<file path="config.mk">
export PLATFORM = sky130hd
export DESIGN_NAME = seven_segment_number_formatter
export DESIGN_NICKNAME = d
export VERILOG_FILES = /design/src/rtl/core/ssnf_pkg.sv /design/src/rtl/core/ssnf_glyphs.sv /design/src/rtl/core/seven_segment_number_formatter.sv
export SDC_FILE = /design/constraint.sdc
export NUM_CORES = 1
export LEC_CHECK = 0
export BUFFER_PORTS_ARGS = -buffer_cell sky130_fd_sc_hd__buf_2
export CAP_MARGIN = 20
export CORE_MARGIN = 2
export CORE_UTILIZATION = 25
export DETAILED_ROUTE_END_ITERATION = 16
export PLACE_DENSITY_LB_ADDON = 0.2
export SKIP_CTS_REPAIR_TIMING = 1
export SYNTH_ARGS = -nofsm -noshare
export SYNTH_HDL_FRONTEND = slang
export SYNTH_SLANG_ARGS = --single-unit
</file>
<file path="constraint.sdc">
create_clock -name clk -period 25.4 [get_ports clk]
set_input_delay 2.54 -clock clk [delete_from_list [all_inputs] [get_ports clk]]
set_output_delay 2.54 -clock clk [all_outputs]
set_load 0.01 [all_outputs]
</file>
<file path="src/rtl/core/ssnf_pkg.sv">
// ssnf_pkg: types, segment codes and format codes of the seven-segment number formatter.
// No dependencies; imported by ssnf_glyphs and seven_segment_number_formatter.

package ssnf_pkg;

    typedef logic [1:0]      fmt_t;
    typedef logic [3:0][7:0] com_words_t;

    typedef struct packed {
        logic neg;
        fmt_t fmt;
    } glyph_ctrl_t;

    localparam fmt_t FMT_DECIMAL = 2'd0;
    localparam fmt_t FMT_WHOLE   = 2'd1;
    localparam fmt_t FMT_ERROR   = 2'd2;

    localparam logic [7:0] SEG_POINT = 8'h01;
    localparam logic [7:0] SEG_MINUS = 8'h40;
    localparam logic [7:0] SEG_BLANK = 8'h00;
    localparam logic [7:0] SEG_E     = 8'h5E;
    localparam logic [7:0] SEG_R     = 8'h42;

    function automatic logic [7:0] digit_code(input logic [3:0] d);
        logic [7:0] code;
        unique case (d)
            4'd0:    code = 8'hBE;
            4'd1:    code = 8'hA0;
            4'd2:    code = 8'hDA;
            4'd3:    code = 8'hF8;
            4'd4:    code = 8'hE4;
            4'd5:    code = 8'h7C;
            4'd6:    code = 8'h7E;
            4'd7:    code = 8'hA8;
            4'd8:    code = 8'hFE;
            4'd9:    code = 8'hFC;
            default: code = SEG_BLANK;
        endcase
        return code;
    endfunction

endpackage

</file>
<file path="src/rtl/core/ssnf_glyphs.sv">
// ssnf_glyphs: decimal digits from the quotients, blanking, point, minus, error text,
// and the nibble interleave onto the four common words. Depends on ssnf_pkg.

module ssnf_glyphs (
    input  logic [13:0]              num,
    input  logic [9:0]               q1,
    input  logic [6:0]               q2,
    input  logic [3:0]               q3,
    input  ssnf_pkg::glyph_ctrl_t    ctrl,
    output ssnf_pkg::com_words_t     com_words
);
    import ssnf_pkg::*;

    logic [13:0]     q1x10;
    logic [9:0]      q2x10;
    logic [6:0]      q3x10;
    logic [13:0]     r0;
    logic [9:0]      r1;
    logic [6:0]      r2;
    logic [3:0]      d0, d1, d2, d3;
    logic            lead0, lead1, lead2;
    logic [3:0][7:0] codes;

    // each digit below the top one is a quotient less ten times the next quotient; the top digit is q3
    assign q1x10 = 14'({q1, 3'b000}) + 14'({q1, 1'b0});
    assign q2x10 = {q2, 3'b000} + 10'({q2, 1'b0});
    assign q3x10 = {q3, 3'b000} + 7'({q3, 1'b0});
    assign r0    = num - q1x10;
    assign r1    = q1 - q2x10;
    assign r2    = q2 - q3x10;
    assign d0    = r0[3:0];
    assign d1    = r1[3:0];
    assign d2    = r2[3:0];
    assign d3    = q3;

    assign lead0 = (d3 == 4'd0);
    assign lead1 = lead0 && (d2 == 4'd0);
    assign lead2 = lead1 && (d1 == 4'd0) && (ctrl.fmt == FMT_WHOLE);

    always_comb
    begin
        if (ctrl.fmt == FMT_ERROR)
        begin
            codes[0] = SEG_BLANK;
            codes[1] = SEG_E;
            codes[2] = SEG_R;
            codes[3] = SEG_R;
        end
        else
        begin
            codes[0] = lead0 ? SEG_BLANK : digit_code(d3);
            codes[1] = lead1 ? SEG_BLANK : digit_code(d2);
            codes[2] = lead2 ? SEG_BLANK : digit_code(d1);
            codes[3] = digit_code(d0);
            if (ctrl.fmt == FMT_DECIMAL)
            begin
                codes[3] = codes[3] | SEG_POINT;
            end
            // minus goes on the leftmost digit even when it is blank
            if (ctrl.neg)
            begin
                codes[0] = codes[0] | SEG_MINUS;
            end
        end
    end

    // common c takes bit (3-c) of each nibble: lo to even lines, hi to odd lines
    always_comb
    begin
        for (int c = 0; c < 4; c++)
        begin
            for (int k = 0; k < 4; k++)
            begin
                com_words[c][2*k]   = codes[k][3-c];
                com_words[c][2*k+1] = codes[k][7-c];
            end
        end
    end

endmodule

</file>
<file path="src/rtl/core/seven_segment_number_formatter.sv">
// seven_segment_number_formatter: top level, input register, scaling and digit
// quotient stages, result register. Depends on ssnf_pkg and ssnf_glyphs.

// A value in tenths is taken on any cycle with start high; busy is always low, so a new
// value may follow every cycle. Each result shows on the com words and shown_format for one
// cycle with done high. It passes through the input register, scale stage, quotient stage and
// result register, and results leave in the order values came in. The receiver cannot stall;
// done must be taken when it appears. Values from -199.9 to 999.9 show with one decimal, from
// -1999 to 9999 as a rounded whole number, and beyond that as Err.

module seven_segment_number_formatter (
    input  logic                clk,
    input  logic                rst_n,
    input  logic                start,
    output logic                busy,
    input  logic signed [19:0]  value_tenths,
    output logic                done,
    output logic [7:0]          com0_segments,
    output logic [7:0]          com1_segments,
    output logic [7:0]          com2_segments,
    output logic [7:0]          com3_segments,
    output ssnf_pkg::fmt_t      shown_format
);
    import ssnf_pkg::*;

    logic               in_valid_reg;
    logic signed [19:0] in_value_reg;

    logic               s1_valid_reg;
    logic [13:0]        s1_num_reg;
    glyph_ctrl_t        s1_ctrl_reg;

    logic               s2_valid_reg;
    logic [13:0]        s2_num_reg;
    logic [9:0]         s2_q1_reg;
    logic [6:0]         s2_q2_reg;
    logic [3:0]         s2_q3_reg;
    glyph_ctrl_t        s2_ctrl_reg;

    logic               done_reg;
    com_words_t         com_reg;
    fmt_t               fmt_reg;

    // scale stage
    logic               neg;
    logic [19:0]        mag;
    logic [16:0]        mag_round;
    logic [35:0]        prod_tenth;
    fmt_t               fmt_sel;
    logic [13:0]        s1_num_next;
    glyph_ctrl_t        s1_ctrl_next;

    // quotient stage
    logic [27:0]        prod_q1;
    logic [27:0]        prod_q2;
    logic [27:0]        prod_q3;

    com_words_t         com_next;

    assign busy = 1'b0;

    assign neg = in_value_reg[19];
    assign mag = neg ? (20'd0 - in_value_reg) : in_value_reg;

    always_comb
    begin
        priority if ((in_value_reg >= -20'sd1999) && (in_value_reg <= 20'sd9999))
        begin
            fmt_sel = FMT_DECIMAL;
        end
        else if ((in_value_reg >= -20'sd19990) && (in_value_reg <= 20'sd99990))
        begin
            fmt_sel = FMT_WHOLE;
        end
        else
        begin
            fmt_sel = FMT_ERROR;
        end
    end

    // (m + 5) / 10 by reciprocal, exact for m + 5 below 699050
    assign mag_round  = mag[16:0] + 17'd5;
    assign prod_tenth = 36'(mag_round) * 36'(19'd419431);

    assign s1_num_next       = (fmt_sel == FMT_DECIMAL) ? mag[13:0] : prod_tenth[35:22];
    assign s1_ctrl_next.neg  = neg;
    assign s1_ctrl_next.fmt  = fmt_sel;

    // quotients by 10, 100 and 1000, exact for num below 10240
    assign prod_q1 = 28'(s1_num_reg) * 28'(13'd6554);
    assign prod_q2 = 28'(s1_num_reg) * 28'(13'd5243);
    assign prod_q3 = 28'(s1_num_reg) * 28'(14'd8389);

    ssnf_glyphs u_glyphs (
        .num       (s2_num_reg),
        .q1        (s2_q1_reg),
        .q2        (s2_q2_reg),
        .q3        (s2_q3_reg),
        .ctrl      (s2_ctrl_reg),
        .com_words (com_next)
    );

    always_ff @(posedge clk or negedge rst_n)
    begin
        if (!rst_n)
        begin
            in_valid_reg <= 1'b0;
            s1_valid_reg <= 1'b0;
            s2_valid_reg <= 1'b0;
            done_reg     <= 1'b0;
        end
        else
        begin
            in_valid_reg <= start && !busy;
            s1_valid_reg <= in_valid_reg;
            s2_valid_reg <= s1_valid_reg;
            done_reg     <= s2_valid_reg;
        end
    end

    always_ff @(posedge clk)
    begin
        if (start && !busy)
        begin
            in_value_reg <= value_tenths;
        end
        if (in_valid_reg)
        begin
            s1_num_reg  <= s1_num_next;
            s1_ctrl_reg <= s1_ctrl_next;
        end
        if (s1_valid_reg)
        begin
            s2_num_reg  <= s1_num_reg;
            s2_q1_reg   <= prod_q1[25:16];
            s2_q2_reg   <= prod_q2[25:19];
            s2_q3_reg   <= prod_q3[26:23];
            s2_ctrl_reg <= s1_ctrl_reg;
        end
        if (s2_valid_reg)
        begin
            com_reg <= com_next;
            fmt_reg <= s2_ctrl_reg.fmt;
        end
    end

    assign done          = done_reg;
    assign com0_segments = com_reg[0];
    assign com1_segments = com_reg[1];
    assign com2_segments = com_reg[2];
    assign com3_segments = com_reg[3];
    assign shown_format  = fmt_reg;

    // every transfer is followed by a result strobe
    a_latency: assert property (@(posedge clk) disable iff (!rst_n)
        (start && !busy) |-> ##4 done)
        else $error("result strobe missing four cycles after transfer");

    a_fmt_code: assert property (@(posedge clk) disable iff (!rst_n)
        done |-> (shown_format == FMT_DECIMAL || shown_format == FMT_WHOLE
                  || shown_format == FMT_ERROR))
        else $error("shown_format holds an unused code");

    // point on the last digit lands on line 6 of common 3
    a_point: assert property (@(posedge clk) disable iff (!rst_n)
        (done && shown_format == FMT_DECIMAL) |-> com3_segments[6])
        else $error("decimal point missing in one-decimal format");

    // error text has a blank first digit and no minus
    a_err_blank: assert property (@(posedge clk) disable iff (!rst_n)
        (done && shown_format == FMT_ERROR) |->
            (com0_segments[1:0] == 2'b00 && com1_segments[1:0] == 2'b00
             && com2_segments[1:0] == 2'b00 && com3_segments[1:0] == 2'b00))
        else $error("first digit not blank in error text");

    // a negative value in range carries the minus on line 1 of common 1
    a_minus: assert property (@(posedge clk) disable iff (!rst_n)
        (start && !busy && value_tenths[19] && value_tenths >= -20'sd19990)
            |-> ##4 com1_segments[1])
        else $error("minus missing on negative value");

endmodule

</file>
==> results of run 1 <==
cells by family after synthesis:
family          share of synthesized area [%]
flops                                   17.15
compound gates                          7.228
mux                                    0.6694
xor+xnor                                4.633
buf+inv                                 10.27
simple gates                            6.814
other cells                           0.02254
fa+ha+maj                               53.22
final cells by class:
cell class	count	area [um^2]	share of cell area, %
inverters	435	1633	8.898
clock buffers	9	225.2	1.227
repair buffers	66	360.3	1.964
flip-flops and latches	98	2853	15.55
well taps	864	1081	5.891
clock inverters	7	105.1	0.5728
multi-input cells	1098	12090	65.90
placed cells by master, fill, tap and decap left out, types with 5 or more instances in the layout:
cell type	synthesis	layout
a211oi_1	9	9
a21o_1	17	17
a21oi_1	50	50
a31o_2	5	5
a31oi_1	9	8
and3_1	10	10
buf_2	0	54
buf_4	4	12
clkbuf_16	0	9
dfxtp_1	7	7
edfxtp_1	87	87
fa_1	216	216
ha_1	362	362
inv_1	435	435
mux2i_1	10	10
nand2_1	63	63
nand2b_1	5	5
nand3_1	18	18
nand4_1	7	7
nor2_1	53	53
nor2b_1	13	13
nor3_1	16	16
o21a_1	7	7
o21ai_0	55	55
o22ai_1	6	6
o31ai_1	6	6
or2_2	6	6
or3_1	5	5
xnor2_1	53	53
xor2_1	35	35
path summary, 6_finish.rpt:
kind	slack, ns	from	end
max	15.98	in_value_reg[0]	s1_num_reg[12]
min	0.42	s1_ctrl_reg[0]	s2_ctrl_reg[0]
max reg2reg	15.98	in_value_reg[0]	s1_num_reg[12]
min reg2reg	0.42	s1_ctrl_reg[0]	s2_ctrl_reg[0]
max in group asynchronous	23.29	rst_n	s2_valid_reg
min in group asynchronous	1.97	rst_n	done
per-layer routing:
layer	vias up	share of wire, %	global-route usage (%)
met2	86	49	20.76
met5	-	0	0
li1	5438	-	-
met3	19	1.8	1.341
met1	5232	48	16.37
met4	0	0.93	1.868
worst max-delay path, delay by kind of cell, from the launching register on:
family	cells	cell delay [ns]
adder cells (fa/ha/maj)	8	3.55
AND/OR/NAND/NOR	10	2.62
XOR/XNOR	2	0.57
buffers and inverters	5	0.55
AO/OA/AOI/OAI	6	1.37
flip-flops	1	0.52
cell usage after synthesis (4+ instances only):
cell type	instances
o21bai_1	4
fa_1	216
buf_4	4
mux2i_1	10
a31oi_1	9
xor2_1	35
o21a_1	7
dfrtp_1	4
inv_1	435
a21o_1	17
nor4_1	4
o31ai_1	6
and4_1	4
clkbuf_1	7
and3_1	10
nor2b_1	13
or4_1	4
a21oi_1	50
o22ai_1	6
or3_1	5
and2_1	4
a211oi_1	9
ha_1	362
edfxtp_1	87
dfxtp_1	7
nor3_1	16
o21ai_0	55
nand4_1	7
a31o_2	5
or2_2	6
nor2_1	53
xnor2_1	53
nand2_1	63
nand3_1	18
o211ai_1	4
nand2b_1	5
o2111ai_1	4
per-stage QoR:
stage | worst slack [ns] | utilization (%) | hold slack [ns]
3_5_place_dp | 16.01 | 27.36 | 0.4089
2_1_floorplan | 16.89 | - | 0.4003
6_report | 15.98 | 27.86 | 0.4161
3_3_place_gp | 16.08 | 27.36 | 0.4045
4_1_cts | 15.96 | 27.86 | 0.4195
5_1_grt | 15.36 | 27.86 | 0.4346
==> metrics.txt, run 1 <==
RSZ-0062 raised after global routing=no; f_max=0.1061 GHz; hpwl dp=34000 um; CTS tree=built; crit-path max cell delay=0.59 ns; Worst Path Class, Setup=reg -> reg; Worst Max-Slew Pin Slew=0.9938 ns; GPL Wtd Cong=0.8284; Post-synth ARST share=4.082%; Syn Inst Count=1641; total iterations of the first detailed-routing run=4; worst min path class=reg -> reg; largest net degree at the start of global routing=33; Starting DRT DRC Count=368; CTS sink count=98; row count=94; Max-cap violations=0; max reg flops=20; placed insts=2561; Synth cell types=67; min cycle time layout=9.422 ns; Tcrit/Tclk final=37.10%; fraction of layout cells with a size suffix above 1=6.013%; Hold Crit Depth=0; Core Box Area=65860 um^2; die width=262.0 um; Ports=59; Post-synth EDFFs=87; ys flop type=edfxtp_1; Die Footprint=68620 um^2; mapped cell area=16640 um^2; leading cell types by total area after synthesis=ha_1 27%, fa_1 26%, edfxtp_1 16%; slowest CP cell=or4b_1; vias in the first global route=11590; clk_lat worst skew=0.36 ns; clock skew=0.007645 ns; Rel. slew slack=32.70%; first-pass GRT wire length=64050 um; dominant cell type by area after synthesis=ha_1; number of H-tree levels=3; Req. time, crit path=25.51 ns; startpoint types=flip-flop; Initial Util=25.26%; Antenna Nets Post-Route=0; post-synth top area share=27.23%; CP Data Arrival Time=9.54 ns; Final Instance Area=18350 um^2; R2R cell count=31; Fin. Hold Viols=0; CP dominant cell by count=fa_1; clk buf depth=2; Area Overhead vs Synth=10.30%; die extent in y=262.0 um; Nets=2309; final setup violating endpoints=0; CP endpoint kind=flip-flop; clock-pin slew on the worst setup and hold paths=0.07 ns; final setup TNS=0 ns; number of fillers in the final layout=6982; Tot GR Track Use=11.99%; TritonCTS buffer count=9; ant diodes=0; fin cells=2577; final WL=38990 um; DR WL/cell=15.13 um; sequential share of the synthesized area=17.15%; warning count from the yosys run=0; port buffer count=54; average size of a mapped cell=10.14 um^2; vias per cell=4.181; Vias=10780; Remaining DRCs=0; Seq cells post-synth=98; antenna violations before repair=0; outcome=complete, no violations; Root Driver=clkbuf_16; placed inst area=18020 um^2; GRT overflow=0; max-slew violations=0; CP max FO=8
Power of run 1 is left out: the tool's default activity adds up to more than one toggle a clock period on the data nets, which glitch-free logic cannot reach.
==> inputs of run 2 (changes only) <==
==> constraint.sdc (replaced) <==
create_clock -name clk -period 7.83 [get_ports clk]
set_input_delay 0.783 -clock clk [delete_from_list [all_inputs] [get_ports clk]]
set_output_delay 0.783 -clock clk [all_outputs]
set_load 0.01 [all_outputs]
==> metrics.txt, run 2 (synthesized netlist as in run 1, its figures left out) <==
Remaining DRCs=0; clk_lat worst skew=0.36 ns; most frequent cells in the layout=429 x inv_1, 357 x ha_1, 211 x fa_1; Ports=59; die width=262.0 um; Tot GR Track Use=12.31%; met1 Track Usage GR=16.73%; DR WL/cell=14.91 um; first-pass GRT wire length=65960 um; TritonCTS buffer count=9; Nets=2435; Starting DRT DRC Count=364; R2R cell count=33; max reg flops=20; port buffer count=54; CP dominant cell by count=fa_1; crit-path max cell delay=0.59 ns; CP Data Arrival Time=8.38 ns; Antenna Nets Post-Route=0; CP top delay family=adder cells; final setup violating endpoints=14; GRT overflow=0; die extent in y=262.0 um; RSZ-0062 raised after global routing=yes; Req. time, crit path=7.93 ns; reg-to-reg endpoint=s1_num_reg[10]; hold slack=0.2181 ns; clock skew=0.01087 ns; CTS tree=built; number of H-tree levels=3; Area Overhead vs Synth=17.35%; hpwl dp=35340 um; Rel. slew slack=34.79%; CP endpoint kind=flip-flop; Vias=11250; Fin. Hold Viols=0; ant diodes=0; CP max FO=4; fraction of layout cells with a size suffix above 1=14.90%; vias per cell=4.163; GPL Wtd Cong=0.8399; Core Box Area=65860 um^2; failing checks=negative setup slack; clk buf depth=2; Worst Max-Slew Pin Slew=0.9629 ns; GRT busiest layer=met2; max-slew violations=0; total iterations of the first detailed-routing run=4; Root Driver=clkbuf_16; f_max=0.1208 GHz; min cycle time layout=8.276 ns; reg2reg setup slack=-0.45 ns; final WL=40300 um; clock-pin slew on the worst setup and hold paths=0.07 ns; slowest CP cell=fa_1; met2 Usage GRT=21.56%; Critical R2R Launch=in_value_reg[0]; outcome=complete, but fails checks; Die Footprint=68620 um^2; Worst Setup Slack, final=-0.4457 ns; Initial Util=25.26%; worst min path class=in -> async; Max-cap violations=0; CTS sink count=98; startpoint types=flip-flop; GR Layer Usage met3=1.119%; row count=94; antenna violations before repair=0; commonest non-fill, non-tap cell in the layout=inv_1; Worst Path Class, Setup=reg -> reg; CP bufs+invs=8; vias in the first global route=12320; Tcrit/Tclk final=105.7%; largest net degree at the start of global routing=33
-- run 2: worst max-delay path by stage --
stage                                from        endpoint  slack [ns]  cells after the start
after floorplan           in_value_reg[0]  s1_num_reg[12]       -0.17                     31
after global placement    in_value_reg[0]  s1_num_reg[12]       -0.53                     29
after detailed placement  in_value_reg[0]  s1_num_reg[12]       -0.63                     29
after CTS                 in_value_reg[0]  s1_num_reg[12]       -0.68                     29
after global routing      in_value_reg[1]  s1_num_reg[10]       -0.70                     33
final                     in_value_reg[0]  s1_num_reg[10]       -0.45                     33
-- run 2: routing by layer --
layer,vias to the layer above,routed length [um],part of all wire (%)
met3,22,623,1.5
met2,75,19940,49
met5,-,0,0
met1,5467,19310,48
met4,0,429,1.1
li1,5689,-,-
-- run 2: metrics by stage --
| step | instance area, um^2 | utilization, % | TNS (ns) | setup slack (ns) | instances |
|---|---|---|---|---|---|
| CTS | 19240 | 29.22 | -6.588 | -0.6799 | 2690 |
| global placement | 18960 | 28.79 | -4.609 | -0.5294 | 2674 |
| finish | 19520 | 29.64 | -3.128 | -0.4457 | 2703 |
| floorplan | 16740 | - | -0.1672 | -0.1672 | 1644 |
| global route | 19520 | 29.64 | -7.207 | -0.7021 | 2703 |
| detailed placement | 18960 | 28.79 | -5.650 | -0.6333 | 2674 |
-- run 2: cell type report --
| type | instances | area (um^2) |
|---|---|---|
| timing repair buffer | 192 | 1321 |
| multi-input combinational | 1098 | 12350 |
| clock inverter | 7 | 58.81 |
| inverter | 435 | 1633 |
| sequential | 98 | 2853 |
| fill | 6913 | 46340 |
| tap | 864 | 1081 |
| clock buffer | 9 | 225.2 |
Power of run 2 is left out for the same reason.
